### src/rtl/core/packed12_unpack_row_descramble_assert.svh
// assertion macros for the packed 12-bit unpack / row descramble block
// no dependencies; included by the top level
`ifndef PACKED12_UNPACK_ROW_DESCRAMBLE_ASSERT_SVH
`define PACKED12_UNPACK_ROW_DESCRAMBLE_ASSERT_SVH

`ifndef NO_ASSERTIONS
// same-cycle implication, sampled on clk, off during reset
`define P12U_ASSERT_NOW(lbl, ante, cons) \
  lbl: assert property (@(posedge clk) disable iff (!rst_n) (ante) |-> (cons)) \
    else $error("assertion failed");
// next-cycle implication, sampled on clk, off during reset
`define P12U_ASSERT_NEXT(lbl, ante, cons) \
  lbl: assert property (@(posedge clk) disable iff (!rst_n) (ante) |=> (cons)) \
    else $error("assertion failed");
`else
`define P12U_ASSERT_NOW(lbl, ante, cons)
`define P12U_ASSERT_NEXT(lbl, ante, cons)
`endif

`endif

### src/rtl/core/p12u_pkg.sv
// shared types and constants for the packed 12-bit unpack / row descramble block
// no dependencies
package p12u_pkg;

  localparam int unsigned MAX_WIDTH  = 2560;
  localparam int unsigned MAX_HEIGHT = 2160;

  localparam int unsigned DIM_W  = 12;
  localparam int unsigned WORD_W = 16;
  localparam int unsigned IDX_W  = 3;

  // configuration register indexes
  localparam logic [IDX_W-1:0] REG_FRAME_WIDTH  = 3'd0;
  localparam logic [IDX_W-1:0] REG_FRAME_HEIGHT = 3'd1;
  localparam logic [IDX_W-1:0] REG_PROCESS_EN   = 3'd2;
  localparam logic [IDX_W-1:0] REG_UNPACK_EN    = 3'd3;
  localparam logic [IDX_W-1:0] REG_DESCRAMBLE_EN = 3'd4;

  // position inside a group of three packed words
  typedef enum logic [1:0] {
    PH_WORD0 = 2'd0,
    PH_WORD1 = 2'd1,
    PH_WORD2 = 2'd2
  } phase_t;

  typedef struct packed {
    logic [DIM_W-1:0] frame_width;
    logic [DIM_W-1:0] frame_height;
    logic             process_enable;
    logic             unpack_enable;
    logic             descramble_enable;
  } cfg_t;

  // pixel on offer from the unpack stage
  typedef struct packed {
    logic              valid;
    logic [WORD_W-1:0] pixel;
    logic              last;
    logic              scramble;
  } item_t;

endpackage

### src/rtl/core/p12u_unpack.sv
// input stage: word phase / leftover bits tracking and pixel extraction
// depends on p12u_pkg
module p12u_unpack
  import p12u_pkg::*;
(
  input  logic              clk,
  input  logic              rst_n,
  input  cfg_t              cfg,
  input  logic              in_valid,
  output logic              in_ready,
  input  logic [WORD_W-1:0] in_data_word,
  input  logic              load,
  output item_t             item
);

  phase_t            phase_r, phase_nxt;
  logic [7:0]        carry_r, carry_nxt;
  logic              valid_r;
  logic              sel_r;
  logic              two_r;
  logic              scr_r;
  logic [WORD_W-1:0] pix0_r, pix1_r;

  logic              active, unpack, scramble;
  logic              accept, done;
  logic [WORD_W-1:0] pix0_nxt, pix1_nxt;
  logic              two_nxt;

  assign active = cfg.process_enable &&
                  ({1'b0, cfg.frame_width}  <= (DIM_W+1)'(MAX_WIDTH)) &&
                  ({1'b0, cfg.frame_height} <= (DIM_W+1)'(MAX_HEIGHT));
  assign unpack   = active && cfg.unpack_enable;
  assign scramble = active && cfg.descramble_enable;

  assign done     = load && (sel_r || !two_r);
  assign in_ready = !valid_r || done;
  assign accept   = in_valid && in_ready;

  // next phase; unpacking off restarts the group
  always_comb begin
    phase_nxt = PH_WORD0;
    if (unpack) begin
      unique case (phase_r)
        PH_WORD0: phase_nxt = PH_WORD1;
        PH_WORD1: phase_nxt = PH_WORD2;
        default:  phase_nxt = PH_WORD0;
      endcase
    end
  end

  // pixel extraction and leftover bits for the current phase
  always_comb begin
    carry_nxt = carry_r;
    pix0_nxt  = in_data_word;
    pix1_nxt  = '0;
    two_nxt   = 1'b0;
    if (unpack) begin
      unique case (phase_r)
        PH_WORD0: begin
          pix0_nxt  = {4'h0, in_data_word[15:4]};
          carry_nxt = {4'h0, in_data_word[3:0]};
        end
        PH_WORD1: begin
          pix0_nxt  = {4'h0, carry_r[3:0], in_data_word[15:8]};
          carry_nxt = in_data_word[7:0];
        end
        default: begin
          pix0_nxt  = {4'h0, carry_r, in_data_word[15:12]};
          pix1_nxt  = {4'h0, in_data_word[11:0]};
          two_nxt   = 1'b1;
          carry_nxt = '0;
        end
      endcase
    end
  end

  always_ff @(posedge clk) begin
    if (!rst_n) begin
      phase_r <= PH_WORD0;
      carry_r <= '0;
      valid_r <= 1'b0;
      sel_r   <= 1'b0;
    end else if (accept) begin
      phase_r <= phase_nxt;
      carry_r <= carry_nxt;
      valid_r <= 1'b1;
      sel_r   <= 1'b0;
    end else if (done) begin
      valid_r <= 1'b0;
      sel_r   <= 1'b0;
    end else if (load) begin
      sel_r   <= 1'b1;
    end
  end

  always_ff @(posedge clk) begin
    if (accept) begin
      pix0_r <= pix0_nxt;
      pix1_r <= pix1_nxt;
      two_r  <= two_nxt;
      scr_r  <= scramble;
    end
  end

  assign item.valid    = valid_r;
  assign item.pixel    = sel_r ? pix1_r : pix0_r;
  assign item.last     = !two_r || sel_r;
  assign item.scramble = scr_r;

endmodule

### src/rtl/core/p12u_place.sv
// output stage: source position counters, row descramble and result register
// depends on p12u_pkg
module p12u_place
  import p12u_pkg::*;
(
  input  logic              clk,
  input  logic              rst_n,
  input  cfg_t              cfg,
  input  item_t             item,
  output logic              load,
  output logic              out_valid,
  input  logic              out_ready,
  output logic [WORD_W-1:0] out_pixel_value,
  output logic [DIM_W-1:0]  out_dest_row,
  output logic [DIM_W-1:0]  out_dest_col,
  output logic              out_last_of_item,
  output logic              out_frame_done
);

  logic [DIM_W-1:0]  row_r, row_nxt;
  logic [DIM_W-1:0]  col_r, col_nxt;
  logic              valid_r;
  logic [WORD_W-1:0] pixel_r;
  logic [DIM_W-1:0]  drow_r, dcol_r;
  logic              last_r, done_r;

  logic [DIM_W-1:0]  drow;
  logic              col_wrap, row_wrap, frame_done;

  assign load = item.valid && (!valid_r || out_ready);

  always_comb begin
    if (item.scramble && row_r[0]) begin
      drow = cfg.frame_height - DIM_W'(1) - ((row_r - DIM_W'(1)) >> 1);
    end else if (item.scramble) begin
      drow = row_r >> 1;
    end else begin
      drow = row_r;
    end
  end

  assign col_wrap   = ({1'b0, col_r} + (DIM_W+1)'(1)) >= {1'b0, cfg.frame_width};
  assign row_wrap   = ({1'b0, row_r} + (DIM_W+1)'(1)) >= {1'b0, cfg.frame_height};
  assign frame_done = col_wrap && row_wrap;

  always_comb begin
    col_nxt = col_r + DIM_W'(1);
    row_nxt = row_r;
    if (col_wrap) begin
      col_nxt = '0;
      row_nxt = row_wrap ? '0 : row_r + DIM_W'(1);
    end
  end

  always_ff @(posedge clk) begin
    if (!rst_n) begin
      row_r   <= '0;
      col_r   <= '0;
      valid_r <= 1'b0;
    end else if (load) begin
      row_r   <= row_nxt;
      col_r   <= col_nxt;
      valid_r <= 1'b1;
    end else if (out_ready) begin
      valid_r <= 1'b0;
    end
  end

  always_ff @(posedge clk) begin
    if (load) begin
      pixel_r <= item.pixel;
      drow_r  <= drow;
      dcol_r  <= col_r;
      last_r  <= item.last;
      done_r  <= frame_done;
    end
  end

  assign out_valid        = valid_r;
  assign out_pixel_value  = pixel_r;
  assign out_dest_row     = drow_r;
  assign out_dest_col     = dcol_r;
  assign out_last_of_item = last_r;
  assign out_frame_done   = done_r;

endmodule

### src/rtl/core/packed12_unpack_row_descramble.sv
// a request passes the word register, then the result register, before it shows at the output
// throughput: one word per cycle while out_ready is high; the third word of a packed group
// gives two pixels and holds the input while the second pixel is passed on
// the output register emits at most one pixel per cycle
// reset: synchronous active-low; clears word phase, counters, valids and loads config defaults
module packed12_unpack_row_descramble
  import p12u_pkg::*;
(
  input  logic              clk,
  input  logic              rst_n,
  // configuration write port
  input  logic              cfg_we,
  input  logic [IDX_W-1:0]  cfg_index,
  input  logic [DIM_W-1:0]  cfg_wdata,
  // word requests in
  input  logic              in_valid,
  output logic              in_ready,
  input  logic [WORD_W-1:0] in_data_word,
  // pixel requests out
  output logic              out_valid,
  input  logic              out_ready,
  output logic [WORD_W-1:0] out_pixel_value,
  output logic [DIM_W-1:0]  out_dest_row,
  output logic [DIM_W-1:0]  out_dest_col,
  output logic              out_last_of_item,
  output logic              out_frame_done
);

`include "packed12_unpack_row_descramble_assert.svh"

  // configuration registers
  cfg_t  cfg_r;
  item_t item;
  logic  load;

  // register write decode; indexes past the list are dropped
  always_ff @(posedge clk) begin
    if (!rst_n) begin
      cfg_r.frame_width       <= DIM_W'(MAX_WIDTH);
      cfg_r.frame_height      <= DIM_W'(MAX_HEIGHT);
      cfg_r.process_enable    <= 1'b1;
      cfg_r.unpack_enable     <= 1'b0;
      cfg_r.descramble_enable <= 1'b1;
    end else if (cfg_we) begin
      unique case (cfg_index)
        REG_FRAME_WIDTH:   cfg_r.frame_width       <= cfg_wdata;
        REG_FRAME_HEIGHT:  cfg_r.frame_height      <= cfg_wdata;
        REG_PROCESS_EN:    cfg_r.process_enable    <= cfg_wdata[0];
        REG_UNPACK_EN:     cfg_r.unpack_enable     <= cfg_wdata[0];
        REG_DESCRAMBLE_EN: cfg_r.descramble_enable <= cfg_wdata[0];
        default: ;
      endcase
    end
  end

  // word register: tracks the 3-word packing phase and splits words into pixels
  p12u_unpack u_unpack (
    .clk          (clk),
    .rst_n        (rst_n),
    .cfg          (cfg_r),
    .in_valid     (in_valid),
    .in_ready     (in_ready),
    .in_data_word (in_data_word),
    .load         (load),
    .item         (item)
  );

  // result register: raster counters and odd-row flip to the bottom half
  p12u_place u_place (
    .clk              (clk),
    .rst_n            (rst_n),
    .cfg              (cfg_r),
    .item             (item),
    .load             (load),
    .out_valid        (out_valid),
    .out_ready        (out_ready),
    .out_pixel_value  (out_pixel_value),
    .out_dest_row     (out_dest_row),
    .out_dest_col     (out_dest_col),
    .out_last_of_item (out_last_of_item),
    .out_frame_done   (out_frame_done)
  );

  // the input only stalls while the word register holds a word not yet fully passed on
  `P12U_ASSERT_NOW(a_stall_has_item, !in_ready, item.valid)
  // an accepted word is always on offer the following cycle
  `P12U_ASSERT_NEXT(a_accept_fills, in_valid && in_ready, item.valid)
  // the first pixel of a split word is followed by its second, flagged last
  `P12U_ASSERT_NEXT(a_split_second, load && !item.last, item.valid && item.last)

endmodule
### config.mk
export PLATFORM = sky130hd
export DESIGN_NAME = packed12_unpack_row_descramble
export DESIGN_NICKNAME = d
export VERILOG_FILES = /design/src/rtl/core/p12u_pkg.sv /design/src/rtl/core/p12u_unpack.sv /design/src/rtl/core/p12u_place.sv /design/src/rtl/core/packed12_unpack_row_descramble.sv
export VERILOG_INCLUDE_DIRS = /design/src /design/src/rtl/core
export SDC_FILE = /design/constraint.sdc
export NUM_CORES = 1
export LEC_CHECK = 0
export ABC_CLOCK_PERIOD_IN_PS = 4400
export BUFFER_PORTS_ARGS = -buffer_cell sky130_fd_sc_hd__buf_4
export CORE_MARGIN = 1.5
export CORE_UTILIZATION = 30
export DETAILED_ROUTE_END_ITERATION = 7
export PLACE_DENSITY = 0.53
export REMOVE_ABC_BUFFERS = 1
export SLEW_MARGIN = 20
export SYNTH_ARGS = -nofsm -noshare
export SYNTH_HDL_FRONTEND = slang
export SYNTH_SLANG_ARGS = --single-unit
### constraint.sdc
create_clock -name clk -period 4.4 [get_ports clk]
set_clock_uncertainty 0.05 [all_clocks]
set_input_delay 0.22 -clock clk [delete_from_list [all_inputs] [get_ports clk]]
set_output_delay 0.22 -clock clk [all_outputs]
set_load 0.005 [all_outputs]
==> out/metrics.yaml, run 1 <==
fin_util: 0.370
cts_root_buf: "clkbuf_16"
crit_arrival_ns: 3.81
avgSynthCellArea_um2: 9.74
setup_ws_ns: 0.880
gp_congestion: 0.752
cts_resized: 0
synth_edf_count: 72
grt_pass1_vias: 5450
layout_common_cells: "nand2_1 (102), buf_4 (90), edfxtp_1 (72)"
p_per_area_nw_per_um2: 352
crit_required_ns: 4.69
grt_overflow: 0
firstDrtPassIters: 4
dr.first_iter.drc_count: 369
cts_hold_buf: 7
path_cells: "nand3_1 > nor2_1 > and3_1 > and3_1 > xor2_1 > ha_1 > and3_1 > nor3b_1 > o31a_1 > or3_1 > nand3_2 > o32ai_1"
report.final.slew_viol_count: 0
crit_slowest_cell: "dfxtp_1"
layout-drive-gt1-share: 0.174
row_count: 57
vias: 5709
syn2layout_area_growth_pct: 21.9
clk_pin_slew_ns: 0.07
route.antenna.remaining_nets: 0
fin_nets: 901
place_ws_ns: 0.916
ys_async_sr_fraction: 0
leakage_nw: 3.54
grt_max_degree: 66
max_stage_delay_ns: 0.51
synth.distinct_cells: 60
holdCritPathClass: "input pin to flip-flop"
wirelength_mm: 18.2
cts_sinks: 136
antenna_found_initial: 0
htreeDepth: 4
grt_pass1_wl_mm: 29.9
path_class: "flip-flop to flip-flop"
finalInstanceArea_um2: 8950
peakVddDrop_mv: 0.261
cts_buffers: 17
num_antenna_cells: 0
io_buffers: 79
dp.cells: 1124
layout_commonest_cell: "nand2_1"
synth_warnings: 0
io_pins: 80
track_usage: 0.149
finalSetupViolCount: 0
drt-wirelength-per-cell_um: 15.7
clock_latency_ns: 0.43
fp.coreArea_um2: 24200
cp_max_fo: 8
postCtsSetupBuffers: 0
min_period_over_period: 0.800
placed_area_um2: 8260
cap_violations: 0
max_freq_ghz: 0.284
clk_path_buf_depth: 2
slew_headroom: 0.374
worst_slew_pin_slew_ns: 0.936
drc: 0
crit_family: "simple AND/OR/NAND/NOR gates"
netlist_area_um2: 7340
yosys_register_bits: 136
setup_tns_ns: 0
die_w_um: 159
die_area_um2: 25400
die_y_um: 159
critPathMostFrequentCell: "and3_1"
synth_flop_cell: "edfxtp_1"
fill_cells: 2423
worstSetupStartpointType: "flip-flop"
postSynthCellCount: 754
via_per_inst: 4.91
rsz0062_at_grt: "no"
critPathBufInv: 0
min_period_ns: 3.52
hold_viol: 0
start_util: 0.304
ys_seq_area_frac: 0.469
dpl.hpwl_mm: 12.5
stdcell_count: 1163
outcome: "complete, no violations"
end_kind: "flip-flop"
tritoncts: "yes"
[final cells by class]
cell class / instances / area [µm²] / share of cell area
multi-input combinational: 537 / 3590 / 0.401
tap: 324 / 405 / 0.0453
timing repair buffer: 97 / 746 / 0.0833
inverter: 37 / 139 / 0.0155
sequential: 136 / 3440 / 0.385
clock inverter: 15 / 200 / 0.0224
clock buffer: 17 / 425 / 0.0475
[synthesized netlist by cell type, types with 13 or more instances]
cell / instances / area (µm²)
a21boi_0: 34 / 255
ha_1: 38 / 475
o21ai_0: 25 / 125
nor2_1: 34 / 128
xnor2_1: 23 / 201
mux2i_1: 21 / 210
and3_1: 22 / 138
a21oi_1: 43 / 215
nand3_1: 22 / 110
dfxtp_1: 64 / 1280
clkbuf_1: 33 / 124
nand2_1: 102 / 383
nand4_1: 14 / 87.6
mux2_2: 13 / 146
nor2b_1: 13 / 81.3
edfxtp_1: 72 / 2160
inv_1: 35 / 131
[metal layers]
metal / vias to the layer above / wire length (µm) / part of all wire / global-route usage
met3: 19 / 740 / 0.041 / 0.0320
met1: 2705 / 9180 / 0.50 / 0.211
met4: 0 / 318 / 0.017 / 0.0489
met5: - / 0 / 0 / 0
li1: 2866 / - / - / -
met2: 119 / 7980 / 0.44 / 0.223
[worst min-delay path, delay by kind of cell]
family | cells | cell delay (ns)
and+or+nand+nor | 1 | 0.05
buffers and inverters | 1 | 0.12
muxes | 1 | 0.07
[path summary, 6_finish.rpt]
| path | startpoint | end | slack, ns | depth (start not counted) |
|---|---|---|---|---|
| min | cfg_wdata[0] | cfg_r[2]$_SDFFE_PN1P_ | 0.02 | 3 |
| min reg2reg | u_unpack.carry_r[5]$_SDFFE_PN0P_ | u_unpack.carry_r[5]$_SDFFE_PN0P_ | 0.42 | 2 |
| max reg2reg | u_place.col_r[4]$_SDFFE_PN0P_ | u_place.row_r[4]$_SDFFE_PN0P_ | 0.88 | 12 |
| max | u_place.col_r[4]$_SDFFE_PN0P_ | u_place.row_r[4]$_SDFFE_PN0P_ | 0.88 | 12 |
[per-stage QoR]
stage	total power [W]	hold slack (ns)
2_1_floorplan	0.00155	0.232
3_3_place_gp	0.00167	0.403
3_5_place_dp	0.00167	0.411
4_1_cts	0.00319	0.000301
5_1_grt	0.00327	0.0210
6_report	0.00316	0.0183
[registers in the layout (all words and copies together) (netlist names)]
name / cells
u_place.out_last_of_item: 1
u_unpack.phase_r: 2
u_unpack.pix1_r: 12
u_unpack.carry_r: 8
u_unpack.sel_r: 1
u_unpack.two_r: 1
cfg_r: 27
u_unpack.pix0_r: 16
u_place.out_dest_col: 12
u_place.out_dest_row: 12
u_place.col_r: 12
u_place.row_r: 12
u_place.out_valid: 1
u_place.out_frame_done: 1
u_place.out_pixel_value: 16
u_unpack.scr_r: 1
u_unpack.valid_r: 1
[logic make-up after synthesis]
family                   after synthesis  synth area share
flip-flops                           136             0.469
multiplexers                          34            0.0486
adder cells (fa/ha/maj)               39            0.0675
XOR/XNOR                              33            0.0394
AND/OR/NAND/NOR                      265             0.184
AO/OA/AOI/OAI                        166             0.149
buffers and inverters                 81            0.0424
[where the power goes]
part / switching [W] / internal (W)
combinational: 0.000136 / 0.000103
clock: 0.000683 / 0.000826
sequential: 0.0000197 / 0.00139
total: 0.000839 / 0.00232
No activity file was read; power rests on OpenSTA's default activity.
==> inputs of run 2 (changes only) <==
--- a/config.mk
+++ b/config.mk
@@ -6,7 +6,7 @@
 export SDC_FILE = /design/constraint.sdc
 export NUM_CORES = 1
 export LEC_CHECK = 0
-export ABC_CLOCK_PERIOD_IN_PS = 4400
+export ABC_CLOCK_PERIOD_IN_PS = 3350
 export BUFFER_PORTS_ARGS = -buffer_cell sky130_fd_sc_hd__buf_4
 export CORE_MARGIN = 1.5
 export CORE_UTILIZATION = 30
==> constraint.sdc (replaced) <==
create_clock -name clk -period 3.35 [get_ports clk]
set_clock_uncertainty 0.05 [all_clocks]
set_input_delay 0.1675 -clock clk [delete_from_list [all_inputs] [get_ports clk]]
set_output_delay 0.1675 -clock clk [all_outputs]
set_load 0.005 [all_outputs]
==> run 2 against run 1 <==
Effect of this change: core utilization up 1.8 points; critical path type unchanged; critical endpoint is now u_place.row_r[6]$_SDFFE_PN0P_; clock-buffer cell count stayed put; highest routed layer unchanged; global-route usage is 0.23 points higher.
==> out/metrics.yaml, run 2 (same netlist as run 1, synthesis figures left out) <==
outcome: "complete, no violations"
cp_max_fo: 8
die_area_um2: 25400
syn2layout_area_growth_pct: 27.8
fill_cells: 2407
fin_nets: 946
layout_commonest_cell: "buf_4"
leakage_nw: 3.75
wirelength_mm: 18.5
route.antenna.remaining_nets: 0
grt_pass1_vias: 5738
r2r-start: "u_place.row_r[0]$_SDFFE_PN0P_"
num_antenna_cells: 0
htreeDepth: 4
hold_start: "in_data_word[2]"
largest_register_ffs: 27
clk_path_buf_depth: 2
cts_sinks: 136
place_ws_ns: 0.132
crit_arrival_ns: 3.49
row_count: 57
hold_viol: 0
seqPwrFrac: 0.452
placed_area_um2: 8400
cap_violations: 0
clk_pin_slew_ns: 0.07
crit_required_ns: 3.65
seq_area_um2: 3450
io_pins: 80
vias: 5777
grt_use_met3: 0.0300
die_w_um: 159
firstDrtPassIters: 4
max_freq_ghz: 0.313
drt-wirelength-per-cell_um: 15.3
cts_buffers: 17
io_buffers: 79
swShare: 0.272
top_usage_layer: "met2"
internal_power_w: 0.00300
grtUsageMet1: 0.205
die_y_um: 159
gp_congestion: 0.813
clock_latency_ns: 0.43
top_register: "cfg_r"
worstSetupStartpointType: "flip-flop"
dpl.hpwl_mm: 12.8
start_util: 0.304
crit_start: "u_place.row_r[0]$_SDFFE_PN0P_"
grt_pass1_wl_mm: 30.4
dr.first_iter.drc_count: 326
layout-drive-gt1-share: 0.205
min_period_ns: 3.20
report.final.slew_viol_count: 0
antenna_found_initial: 0
hold_ws_ns: 0.0103
multi_input_area_um2: 3630
layout_common_cells: "buf_4 (113), nand2_1 (102), edfxtp_1 (72)"
setup_ws_ns: 0.153
end_kind: "flip-flop"
peakVddDrop_mv: 0.290
finalInstanceArea_um2: 9380
pwr-share-clk: 0.470
min_period_over_period: 0.954
grt_max_degree: 33
path_class: "flip-flop to flip-flop"
grtUsageMet2: 0.238
drc: 0
tritoncts: "yes"
grt_overflow: 0
worst_slew_pin_slew_ns: 1.01
track_usage: 0.151
p_switching_w: 0.00112
p_comb_frac: 0.079
p_per_area_nw_per_um2: 439
fp.coreArea_um2: 24200
via_per_inst: 4.78
finalSetupViolCount: 0
holdCritPathClass: "input pin to flip-flop"
slew_headroom: 0.329
cts_root_buf: "clkbuf_16"
==> run 2: what timing repair did <==
action,4_1_cts,5_1_grt
hold buffers,27,0
endpoints found under the setup margin,0,14
setup buffers,0,6
hold endpoints to repair,49,0
gates resized for setup,0,12
==> run 2: path summary, 6_finish.rpt <==
| path | depth (start not counted) | end | slack [ns] |
|---|---|---|---|
| max | 13 | u_place.row_r[6]$_SDFFE_PN0P_ | 0.15 |
| min | 3 | u_unpack.pix0_r[2]$_DFFE_PP_ | 0.01 |
| max reg2reg | 13 | u_place.row_r[6]$_SDFFE_PN0P_ | 0.15 |
| min reg2reg | 2 | u_unpack.carry_r[6]$_SDFFE_PN0P_ | 0.42 |
==> run 2: metal layers <==
metal / part of all wire / vias to the layer above
li1: - / 2961
met1: 0.50 / 2715
met2: 0.45 / 91
met3: 0.037 / 10
met4: 0.0065 / 0
met5: 0 / -
==> run 2: critical path, stage by stage, from the launching register on <==
cell and delay [ns]:
dfxtp_2 0.35, ha_1 0.17, and4_1 0.24, nand4_1 0.22, nor2_1 0.19, xor2_1 0.21, ha_1 0.27, and3_1 0.21
a2111o_1 0.42, a31oi_4 0.19, buf_6 0.16, clkbuf_4 0.19, a21oi_1 0.07, o22ai_1 0.17
==> run 2: power groups by stage <==
stage	clock [W]	combinational, W	sequential, W
after floorplan	0	0.000137	0.00189
after global placement	0	0.000297	0.00190
after detailed placement	0	0.000299	0.00190
final	0.00193	0.000323	0.00186
after global routing	0.00205	0.000358	0.00187
after CTS	0.00198	0.000325	0.00186
==> run 2: area by class of cell <==
type / count / share of cell area
Clock inverter: 15 / 0.0215
Inverter: 37 / 0.0148
Clock buffer: 17 / 0.0453
Timing Repair Buffer: 142 / 0.121
Multi-Input combinational cell: 537 / 0.386
Sequential cell: 136 / 0.368
Tap cell: 324 / 0.0432
==> run 2: stage by stage <==
step           cells  total power (W)  TNS [ns]   util
2_1_floorplan    710          0.00203     -4.93      -
3_3_place_gp    1143          0.00220         0  0.347
3_5_place_dp    1143          0.00220         0  0.347
4_1_cts         1202          0.00417         0  0.385
5_1_grt         1208          0.00428    -0.165  0.388
6_report        1208          0.00412         0  0.388
